### src/hdl/cpualu_pkg.sv
// Package for the 8-bit ALU with flag register: opcode codes, the internal
// micro-op class, and the payload and queue status structs used by the modules.
// No dependencies.
package cpualu_pkg;

  // Opcode codes as they arrive on the input channel
  localparam logic [4:0] OPC_ADD   = 5'd0;
  localparam logic [4:0] OPC_ADC   = 5'd1;
  localparam logic [4:0] OPC_ADDSP = 5'd2;
  localparam logic [4:0] OPC_ADD16 = 5'd3;
  localparam logic [4:0] OPC_SUB   = 5'd4;
  localparam logic [4:0] OPC_SBC   = 5'd5;
  localparam logic [4:0] OPC_AND   = 5'd6;
  localparam logic [4:0] OPC_XOR   = 5'd7;
  localparam logic [4:0] OPC_OR    = 5'd8;
  localparam logic [4:0] OPC_DAA   = 5'd9;
  localparam logic [4:0] OPC_CPL   = 5'd10;
  localparam logic [4:0] OPC_SCF   = 5'd11;
  localparam logic [4:0] OPC_CCF   = 5'd12;
  localparam logic [4:0] OPC_RRC   = 5'd13;
  localparam logic [4:0] OPC_RLC   = 5'd14;
  localparam logic [4:0] OPC_RR    = 5'd15;
  localparam logic [4:0] OPC_RL    = 5'd16;
  localparam logic [4:0] OPC_SRA   = 5'd17;
  localparam logic [4:0] OPC_SLA   = 5'd18;
  localparam logic [4:0] OPC_SRL   = 5'd19;
  localparam logic [4:0] OPC_SWAP  = 5'd20;
  localparam logic [4:0] OPC_BIT   = 5'd21;
  localparam logic [4:0] OPC_RES   = 5'd22;
  localparam logic [4:0] OPC_SET   = 5'd23;
  localparam logic [4:0] OPC_COND  = 5'd24;

  // Condition codes
  localparam logic [1:0] CC_Z  = 2'd0;
  localparam logic [1:0] CC_NZ = 2'd1;
  localparam logic [1:0] CC_C  = 2'd2;
  localparam logic [1:0] CC_NC = 2'd3;

  // Flag register bit positions: Z N H C
  localparam int FLG_Z = 3;
  localparam int FLG_N = 2;
  localparam int FLG_H = 1;
  localparam int FLG_C = 0;

  // Decoded operation carried through the queue
  typedef enum logic [4:0] {
    OP_NONE, OP_ADD, OP_ADC, OP_ADDSP, OP_ADD16, OP_SUB, OP_SBC,
    OP_AND, OP_XOR, OP_OR, OP_DAA, OP_CPL, OP_SCF, OP_CCF,
    OP_RRC, OP_RLC, OP_RR, OP_RL, OP_SRA, OP_SLA, OP_SRL,
    OP_SWAP, OP_BIT, OP_RES, OP_SET, OP_COND
  } op_t;

  typedef struct packed {
    logic [4:0]  opcode;
    logic [15:0] operand_a;
    logic [15:0] operand_b;
    logic        write_carry;
    logic [2:0]  bit_index;
    logic [1:0]  condition;
  } cpualu_in_t;

  typedef struct packed {
    logic [15:0] result;
    logic        zero_flag;
    logic        subtract_flag;
    logic        half_carry_flag;
    logic        carry_flag;
    logic        condition_met;
  } cpualu_out_t;

  typedef struct packed {
    op_t         op;
    logic [15:0] operand_a;
    logic [15:0] operand_b;
    logic        write_carry;
    logic [2:0]  bit_index;
    logic [1:0]  condition;
  } cpualu_uop_t;

  // Queue status seen by front and back
  typedef struct packed {
    logic full;
    logic empty;
  } cpualu_qstat_t;

endpackage

### src/hdl/cpu_alu_with_flags.sv
// 8-bit ALU with kept Z/N/H/C flag register: top level.
// Depends on cpualu_pkg, cpualu_front, cpualu_queue, cpualu_exec.
//
// Usage:
//   in_valid/in_ready/in_data carry one operation beat (opcode, operands,
//   write_carry, bit_index, condition). out_valid/out_ready/out_data carry
//   one result beat per operation, in order: result and the four flags
//   after the operation, plus condition_met.
//   An accepted beat is first written into the queue; the execute stage
//   then pops it from the queue head and registers its result and flags
//   in the output register.
//   Throughput: one operation per cycle while the output is not stalled; the
//   flag register is updated in the same execute cycle that reads it, so
//   dependent operations follow each other without gaps.
//   When the receiver stalls, the output register holds its beat, the
//   queue fills up to QUEUE_DEPTH entries, then in_ready drops.
//   Reset (rst_n low, synchronous) clears the flags, empties the queue and
//   drops out_valid.
module cpu_alu_with_flags import cpualu_pkg::*; #(
  parameter int QUEUE_DEPTH = 2
) (
  input  logic        clk,
  input  logic        rst_n,
  input  logic        in_valid,
  output logic        in_ready,
  input  cpualu_in_t  in_data,
  output logic        out_valid,
  input  logic        out_ready,
  output cpualu_out_t out_data
);

  cpualu_qstat_t q_stat;
  cpualu_uop_t   push_uop, pop_uop;
  logic          push, pop;

  cpualu_front u_front (
    .in_valid (in_valid),
    .in_ready (in_ready),
    .in_data  (in_data),
    .q_stat   (q_stat),
    .push     (push),
    .uop      (push_uop)
  );

  cpualu_queue #(.DEPTH(QUEUE_DEPTH)) u_queue (
    .clk       (clk),
    .rst_n     (rst_n),
    .push      (push),
    .push_data (push_uop),
    .pop       (pop),
    .pop_data  (pop_uop),
    .q_stat    (q_stat)
  );

  cpualu_exec u_exec (
    .clk       (clk),
    .rst_n     (rst_n),
    .q_stat    (q_stat),
    .uop       (pop_uop),
    .pop       (pop),
    .out_valid (out_valid),
    .out_ready (out_ready),
    .out_data  (out_data)
  );

endmodule

### src/hdl/cpualu_front.sv
// Front end: takes input beats, decodes the opcode into a micro-op class
// and pushes it into the queue. Depends on cpualu_pkg.
module cpualu_front import cpualu_pkg::*; (
  input  logic          in_valid,
  output logic          in_ready,
  input  cpualu_in_t    in_data,
  input  cpualu_qstat_t q_stat,
  output logic          push,
  output cpualu_uop_t   uop
);

  op_t op;

  // Opcode decode; unused codes become a no-op
  always_comb begin
    case (in_data.opcode)
      OPC_ADD:   op = OP_ADD;
      OPC_ADC:   op = OP_ADC;
      OPC_ADDSP: op = OP_ADDSP;
      OPC_ADD16: op = OP_ADD16;
      OPC_SUB:   op = OP_SUB;
      OPC_SBC:   op = OP_SBC;
      OPC_AND:   op = OP_AND;
      OPC_XOR:   op = OP_XOR;
      OPC_OR:    op = OP_OR;
      OPC_DAA:   op = OP_DAA;
      OPC_CPL:   op = OP_CPL;
      OPC_SCF:   op = OP_SCF;
      OPC_CCF:   op = OP_CCF;
      OPC_RRC:   op = OP_RRC;
      OPC_RLC:   op = OP_RLC;
      OPC_RR:    op = OP_RR;
      OPC_RL:    op = OP_RL;
      OPC_SRA:   op = OP_SRA;
      OPC_SLA:   op = OP_SLA;
      OPC_SRL:   op = OP_SRL;
      OPC_SWAP:  op = OP_SWAP;
      OPC_BIT:   op = OP_BIT;
      OPC_RES:   op = OP_RES;
      OPC_SET:   op = OP_SET;
      OPC_COND:  op = OP_COND;
      default:   op = OP_NONE;
    endcase
  end

  // Accept whenever the queue has room
  assign in_ready = !q_stat.full;
  assign push     = in_valid && !q_stat.full;

  assign uop.op          = op;
  assign uop.operand_a   = in_data.operand_a;
  assign uop.operand_b   = in_data.operand_b;
  assign uop.write_carry = in_data.write_carry;
  assign uop.bit_index   = in_data.bit_index;
  assign uop.condition   = in_data.condition;

endmodule

### src/hdl/cpualu_queue.sv
// Small FIFO of decoded micro-ops between front and back end.
// Depends on cpualu_pkg.
module cpualu_queue import cpualu_pkg::*; #(
  parameter int DEPTH = 2
) (
  input  logic          clk,
  input  logic          rst_n,
  input  logic          push,
  input  cpualu_uop_t   push_data,
  input  logic          pop,
  output cpualu_uop_t   pop_data,
  output cpualu_qstat_t q_stat
);

  localparam int PW = (DEPTH > 2) ? $clog2(DEPTH) : 1;
  localparam int CW = $clog2(DEPTH + 1);
  localparam logic [PW-1:0] LAST = PW'(DEPTH - 1);
  localparam logic [CW-1:0] FULL_CNT = CW'(DEPTH);

  cpualu_uop_t   mem [DEPTH];
  logic [PW-1:0] wr_ptr_r, wr_ptr_nxt;
  logic [PW-1:0] rd_ptr_r, rd_ptr_nxt;
  logic [CW-1:0] count_r, count_nxt;

  // Pointer and count update with explicit wrap
  always_comb begin
    wr_ptr_nxt = wr_ptr_r;
    rd_ptr_nxt = rd_ptr_r;
    count_nxt  = count_r;
    if (push) begin
      wr_ptr_nxt = (wr_ptr_r == LAST) ? '0 : wr_ptr_r + 1'b1;
    end
    if (pop) begin
      rd_ptr_nxt = (rd_ptr_r == LAST) ? '0 : rd_ptr_r + 1'b1;
    end
    if (push && !pop) begin
      count_nxt = count_r + 1'b1;
    end else if (pop && !push) begin
      count_nxt = count_r - 1'b1;
    end
  end

  always_ff @(posedge clk) begin
    if (!rst_n) begin
      wr_ptr_r <= '0;
      rd_ptr_r <= '0;
      count_r  <= '0;
    end else begin
      wr_ptr_r <= wr_ptr_nxt;
      rd_ptr_r <= rd_ptr_nxt;
      count_r  <= count_nxt;
    end
  end

  // Entry storage, no reset
  always_ff @(posedge clk) begin
    if (push) begin
      mem[wr_ptr_r] <= push_data;
    end
  end

  assign pop_data     = mem[rd_ptr_r];
  assign q_stat.full  = (count_r == FULL_CNT);
  assign q_stat.empty = (count_r == '0);

  a_count_bound: assert property (@(posedge clk) disable iff (!rst_n)
    count_r <= FULL_CNT)
    else $error("queue count beyond depth");

  a_no_underflow: assert property (@(posedge clk) disable iff (!rst_n)
    pop |-> count_r != '0)
    else $error("pop from empty queue");

endmodule

### src/hdl/cpualu_exec.sv
// Back end: executes one micro-op per cycle (unless the output is stalled)
// against the flag register, registers the result beat. Depends on cpualu_pkg.
module cpualu_exec import cpualu_pkg::*; (
  input  logic          clk,
  input  logic          rst_n,
  input  cpualu_qstat_t q_stat,
  input  cpualu_uop_t   uop,
  output logic          pop,
  output logic          out_valid,
  input  logic          out_ready,
  output cpualu_out_t   out_data
);

  logic [3:0]  flags_r, flags_nxt;
  logic        out_valid_r;
  cpualu_out_t out_data_r;
  logic [15:0] res_nxt;
  logic        met_nxt;

  logic [7:0]  a, b, res8, bmask, daa_t;
  logic        cin, cadd, csub, sh_out;
  logic [8:0]  sum9, diff9, csx9;
  logic [4:0]  hsum5, hdiff5, hsx5;
  logic [15:0] addsx16;
  logic [16:0] add17;
  logic [11:0] h12;

  assign pop = !q_stat.empty && (!out_valid_r || out_ready);

  // Shared datapath terms
  always_comb begin
    a       = uop.operand_a[7:0];
    b       = uop.operand_b[7:0];
    cin     = flags_r[FLG_C];
    cadd    = (uop.op == OP_ADC) ? cin : 1'b0;
    csub    = (uop.op == OP_SBC) ? cin : 1'b0;
    sum9    = {1'b0, a} + {1'b0, b} + {8'd0, cadd};
    hsum5   = {1'b0, a[3:0]} + {1'b0, b[3:0]} + {4'd0, cadd};
    diff9   = {1'b0, a} - {1'b0, b} - {8'd0, csub};
    hdiff5  = {1'b0, a[3:0]} - {1'b0, b[3:0]} - {4'd0, csub};
    addsx16 = uop.operand_a + {{8{b[7]}}, b};
    hsx5    = {1'b0, uop.operand_a[3:0]} + {1'b0, b[3:0]};
    csx9    = {1'b0, uop.operand_a[7:0]} + {1'b0, b};
    add17   = {1'b0, uop.operand_a} + {1'b0, uop.operand_b};
    h12     = {1'b0, uop.operand_a[10:0]} + {1'b0, uop.operand_b[10:0]};
    bmask   = 8'b1 << uop.bit_index;
    // Decimal adjust offset
    daa_t   = {1'b0, cin, cin, 2'b00, flags_r[FLG_H], flags_r[FLG_H], 1'b0};
    if (!flags_r[FLG_N]) begin
      if (a[3:0] > 4'h9) begin
        daa_t = daa_t | 8'h06;
      end
      if (a > 8'h99) begin
        daa_t = daa_t | 8'h60;
      end
    end
  end

  // Per-operation result and flags
  always_comb begin
    res8      = 8'd0;
    sh_out    = 1'b0;
    res_nxt   = 16'd0;
    met_nxt   = 1'b0;
    flags_nxt = flags_r;
    case (uop.op)
      OP_ADD, OP_ADC: begin
        res8      = sum9[7:0];
        flags_nxt = {res8 == 8'd0, 1'b0, hsum5[4],
                     (uop.op == OP_ADC || uop.write_carry) ? sum9[8] : cin};
      end
      OP_SUB, OP_SBC: begin
        res8      = diff9[7:0];
        flags_nxt = {res8 == 8'd0, 1'b1, hdiff5[4],
                     (uop.op == OP_SBC || uop.write_carry) ? diff9[8] : cin};
      end
      OP_ADDSP: begin
        res_nxt   = addsx16;
        flags_nxt = {1'b0, 1'b0, hsx5[4], csx9[8]};
      end
      OP_ADD16: begin
        res_nxt   = add17[15:0];
        flags_nxt = {flags_r[FLG_Z], 1'b0, h12[11], add17[16]};
      end
      OP_AND: begin
        res8      = a & b;
        flags_nxt = {res8 == 8'd0, 1'b0, 1'b1, 1'b0};
      end
      OP_XOR: begin
        res8      = a ^ b;
        flags_nxt = {res8 == 8'd0, 3'b000};
      end
      OP_OR: begin
        res8      = a | b;
        flags_nxt = {res8 == 8'd0, 3'b000};
      end
      OP_DAA: begin
        res8      = flags_r[FLG_N] ? a - daa_t : a + daa_t;
        flags_nxt = {res8 == 8'd0, flags_r[FLG_N], 1'b0, daa_t[6]};
      end
      OP_CPL: begin
        res8      = ~a;
        flags_nxt = {flags_r[FLG_Z], 1'b1, 1'b1, cin};
      end
      OP_SCF: flags_nxt = {flags_r[FLG_Z], 3'b001};
      OP_CCF: flags_nxt = {flags_r[FLG_Z], 2'b00, ~cin};
      OP_RRC, OP_RLC, OP_RR, OP_RL, OP_SRA, OP_SLA, OP_SRL: begin
        case (uop.op)
          OP_RRC:  begin res8 = {a[0], a[7:1]};     sh_out = a[0]; end
          OP_RLC:  begin res8 = {a[6:0], a[7]};     sh_out = a[7]; end
          OP_RR:   begin res8 = {cin, a[7:1]};      sh_out = a[0]; end
          OP_RL:   begin res8 = {a[6:0], cin};      sh_out = a[7]; end
          OP_SRA:  begin res8 = {a[7], a[7:1]};     sh_out = a[0]; end
          OP_SLA:  begin res8 = {a[6:0], 1'b0};     sh_out = a[7]; end
          default: begin res8 = {1'b0, a[7:1]};     sh_out = a[0]; end
        endcase
        flags_nxt = {res8 == 8'd0, 2'b00, sh_out};
      end
      OP_SWAP: begin
        res8      = {a[3:0], a[7:4]};
        flags_nxt = {res8 == 8'd0, 3'b000};
      end
      OP_BIT: flags_nxt = {(a & bmask) == 8'd0, 1'b0, 1'b1, cin};
      OP_RES: res8 = a & ~bmask;
      OP_SET: res8 = a | bmask;
      OP_COND: begin
        case (uop.condition)
          CC_Z:    met_nxt = flags_r[FLG_Z];
          CC_NZ:   met_nxt = !flags_r[FLG_Z];
          CC_C:    met_nxt = cin;
          CC_NC:   met_nxt = !cin;
          default: met_nxt = 1'b0;
        endcase
      end
      default: ;
    endcase
    // 8-bit ops return their byte in the low half
    if (uop.op != OP_ADDSP && uop.op != OP_ADD16) begin
      res_nxt = {8'd0, res8};
    end
  end

  // Flag register and output beat
  always_ff @(posedge clk) begin
    if (!rst_n) begin
      flags_r     <= '0;
      out_valid_r <= 1'b0;
    end else begin
      if (pop) begin
        flags_r     <= flags_nxt;
        out_valid_r <= 1'b1;
      end else if (out_ready) begin
        out_valid_r <= 1'b0;
      end
    end
  end

  always_ff @(posedge clk) begin
    if (pop) begin
      out_data_r.result          <= res_nxt;
      out_data_r.zero_flag       <= flags_nxt[FLG_Z];
      out_data_r.subtract_flag   <= flags_nxt[FLG_N];
      out_data_r.half_carry_flag <= flags_nxt[FLG_H];
      out_data_r.carry_flag      <= flags_nxt[FLG_C];
      out_data_r.condition_met   <= met_nxt;
    end
  end

  assign out_valid = out_valid_r;
  assign out_data  = out_data_r;

  a_flags_kept: assert property (@(posedge clk) disable iff (!rst_n)
    pop && (uop.op == OP_RES || uop.op == OP_SET || uop.op == OP_COND ||
            uop.op == OP_NONE) |=> flags_r == $past(flags_r))
    else $error("flag-preserving op changed flags");

  a_out_matches_flags: assert property (@(posedge clk) disable iff (!rst_n)
    out_valid_r |-> {out_data_r.zero_flag, out_data_r.subtract_flag,
                     out_data_r.half_carry_flag, out_data_r.carry_flag} == flags_r)
    else $error("output flags differ from flag register");

endmodule
### config.mk
export PLATFORM = sky130hd
export DESIGN_NAME = cpu_alu_with_flags
export DESIGN_NICKNAME = d
export VERILOG_FILES = /design/src/hdl/cpualu_pkg.sv /design/src/hdl/cpu_alu_with_flags.sv /design/src/hdl/cpualu_front.sv /design/src/hdl/cpualu_queue.sv /design/src/hdl/cpualu_exec.sv
export SDC_FILE = /design/constraint.sdc
export NUM_CORES = 1
export LEC_CHECK = 0
export ABC_AREA = 1
export CAP_MARGIN = 20
export CELL_PAD_IN_SITES_DETAIL_PLACEMENT = 1
export CELL_PAD_IN_SITES_GLOBAL_PLACEMENT = 1
export CORE_AREA = 2 2 132 134
export DETAILED_ROUTE_END_ITERATION = 8
export DIE_AREA = 0 0 134 136
export DONT_BUFFER_PORTS = 1
export PLACE_DENSITY_LB_ADDON = 0.1
export SLEW_MARGIN = 20
export SYNTH_ARGS = -nofsm -noshare
export SYNTH_HDL_FRONTEND = slang
export SYNTH_SLANG_ARGS = --single-unit
### constraint.sdc
create_clock -name clk -period 6.39 [get_ports clk]
set_input_delay 0.3195 -clock clk [delete_from_list [all_inputs] [get_ports clk]]
set_output_delay 0.3195 -clock clk [all_outputs]
set_load 0.03 [all_outputs]
==> impl_metrics.yaml <==
die:
  die_width_um: 134
  fp.dieH_um: 136
  start_util_pct: 50.7
  dieArea_um2: 18200
  rows: 48
  core_um2: 16900
  io_pins: 70
synthesis:
  synth_top_area_share_pct: 37.5
  yosysWarningCount: 0
  ys_seq_area_share_pct: 39.9
  synth_cell_types: 52
  ys_seq_elements: 117
  synthesis.area_um2: 8560
  synth_top_family_by_area: "simple AND/OR/NAND/NOR gates"
  synthMuxAreaShare_pct: 0.117
  synth_edf_count: 107
  synth.area.top_cells: "edfxtp_1, nand2_1, ha_1"
  synth_top_area_cell: "edfxtp_1"
  syn-num-nets: 1187
  synth_xor_area_share_pct: 2.05
  ys.flop_type: "edfxtp_1"
  synthAdderAreaFrac_pct: 9.18
  synthArstFlopShare_pct: 0
  syn_area_per_cell_um2: 7.93
  yosys.area_share.simple_pct: 29.9
  synth_compound_area_share_pct: 11.6
  syn_inst: 1079
hold_path:
  min-delay-start: "rst_n"
  min_to: "u_exec.flags_r[0]"
  worstHoldPathCells: 2
  hp-class: "in -> reg"
global_route:
  grt_pass1_vias: 8586
  met3_usage_pct: 7.49
  grt_util_all_layers_pct: 35.8
  antenna_found_initial: 1
  overflow: 0
  use_met1_pct: 46.7
  grt-busiest-layer: "met2"
  grt_first_pass_wirelength_um: 48900
  grt_max_degree: 51
  grtUsageMet2_pct: 58.2
route:
  drt-total-wl_um: 31400
  ant_nets: 0
  remaining_drc_errors: 0
  wire_per_inst_um: 23.0
  via_count: 8177
  first_pass_iters: 5
  drt_iter0_drc: 697
  via_per_inst: 5.98
cts:
  cts.sinks: 117
  clkLatencyLatePin_ps: 440
  clkTransAtPathRegs_ps: 60
  cts_made_buffers: 17
  cts_buffer_depth: 2
  clockRootBuffer: "clkbuf_16"
  cts_tree: "done"
  htree_levels: 4
  cts.repair.resized: 0
place:
  io_buffers: 0
  place.gp.congestion: 0.947
  hpwl_um: 20900
sta:
  finalCriticalPeriod_ps: 4350
  post-route-period-util_pct: 68.0
  slew_headroom_pct: 28.5
  slew_violations: 0
  setup_tns_ps: 0
  worst_pin_slew_ps: 1070
  max_freq_mhz: 230
  finalSetupViolations: 0
  hold_viol: 0
  fin_worst_skew_ps: 11.8
  fin_hold_ws_ps: 40.9
  rsz0062_at_grt: "no"
worst_setup_path:
  cp-start-kind: "flip-flop"
  path_max_fanout: 37
  worstReg2RegEnd: "u_exec.out_data[11]"
  rr_worst_depth: 21
  r2r_setup_slack_ps: 2040
  end_kind: "flip-flop"
  path_class: "reg -> reg"
  worstPathRequired_ps: 6540
  crit_arrival_ps: 4500
job:
  drv_cap: 0
outcome:
  status: "finished clean"
final_layout:
  fin_nets: 1236
  area_delta_synth_final_pct: 14.1
  final_common_cell: "nand2_1"
  mostFrequentLayoutCells: "nand2_1, inv_1, edfxtp_1"
  drive_above_1_share_pct: 10.4
[critical path, stage by stage (launching register included)]
cell and delay, ps:
dfxtp_2 330, inv_2 500, nand2_1 130, nand2_1 420, inv_1 260, nand2_1 170, nand3_1 90, nand2_1 70
nand3_1 60, nand2_1 90, inv_1 70, ha_1 290, nand2_1 70, nand2_1 60, ha_1 380, nand2_1 80
inv_1 80, nand4_1 110, nand4_1 140, a21oi_1 90, nor4_1 410, o2111ai_1 170
[cell type report]
cell class | count | area [µm²]
sequential | 117 | 3410
clock inverter | 15 | 145
timing repair buffer | 42 | 410
clock buffer | 17 | 425
tap | 225 | 282
multi-input combinational | 806 | 4550
inverter | 144 | 543
fill | 2037 | 7100
antenna | 1 | 2.50
[sequential cells by signal (all words and copies together), names as in the netlist, named ones only]
name	count
u_queue.rd_ptr_r	1
u_queue.wr_ptr_r	1
u_exec.flags_r	4
u_queue.mem	86
u_queue.count_r	2
u_exec.out_data	21
u_exec.out_valid	1
[cell families (layout without fill, tap and decap cells)]
family                   count (synthesis)  after routing
AND/OR/NAND/NOR                        554            554
AO/OA/AOI/OAI                          170            170
buffers and inverters                  156            218
flip-flops                             117            117
adder cells (fa/ha/maj)                 61             61
XOR/XNOR                                20             20
multiplexers                             1              1
other                                    0              1
[layer usage]
metal	vias up	wire length (µm)
met5	-	0
met4	0	1110
met3	75	1980
met2	348	14800
met1	4004	13600
li1	3750	-
[synth_stat cells (4+ instances only)]
library cell    n
nor4_1         10
nand2_4        11
xor2_1         13
a31oi_1         4
a221oi_1        6
nor2_1         84
or2_2          14
nand4_1        22
o2111ai_1       5
nand3_1        74
inv_2          10
nand2_2        20
nand2_1       286
inv_1         133
o22ai_1        10
clkbuf_1        5
o21ai_2         4
nor2_2          7
nor2_4          8
nor3_1          9
o21ai_0        60
ha_1           58
a21oi_1        52
xnor2_1         7
dfxtp_1        10
edfxtp_1      107
o21ai_1         7
[metrics by stage]
step           util (%)  cell area, µm²  instances  setup WS (ps)
3_3_place_gp       52.3            8820       1296           2370
4_1_cts            57.9            9770       1366           2130
3_5_place_dp       52.3            8820       1296           2180
5_1_grt            57.9            9770       1367           1630
2_1_floorplan         -            8560       1079           3040
6_report           57.9            9770       1367           2040
[timing repair]
item / 4_1_cts / 5_1_grt
hold endpoints to repair: 76 / 0
hold buffers: 38 / 0
buffers inserted: 0 / 0
endpoints found under the setup margin: 0 / 0
[worst max-delay path by stage]
| stage | cells after the start | endpoint |
|---|---|---|
| floorplan | 20 | u_exec.flags_r[3] |
| global placement | 27 | u_exec.out_data[4] |
| detailed placement | 29 | u_exec.flags_r[3] |
| CTS | 29 | u_exec.flags_r[3] |
| global route | 29 | u_exec.flags_r[3] |
| finish | 21 | u_exec.out_data[11] |
Power is not shown: default switching activity piles up to over one toggle a cycle in this logic, so the estimate is an artifact.
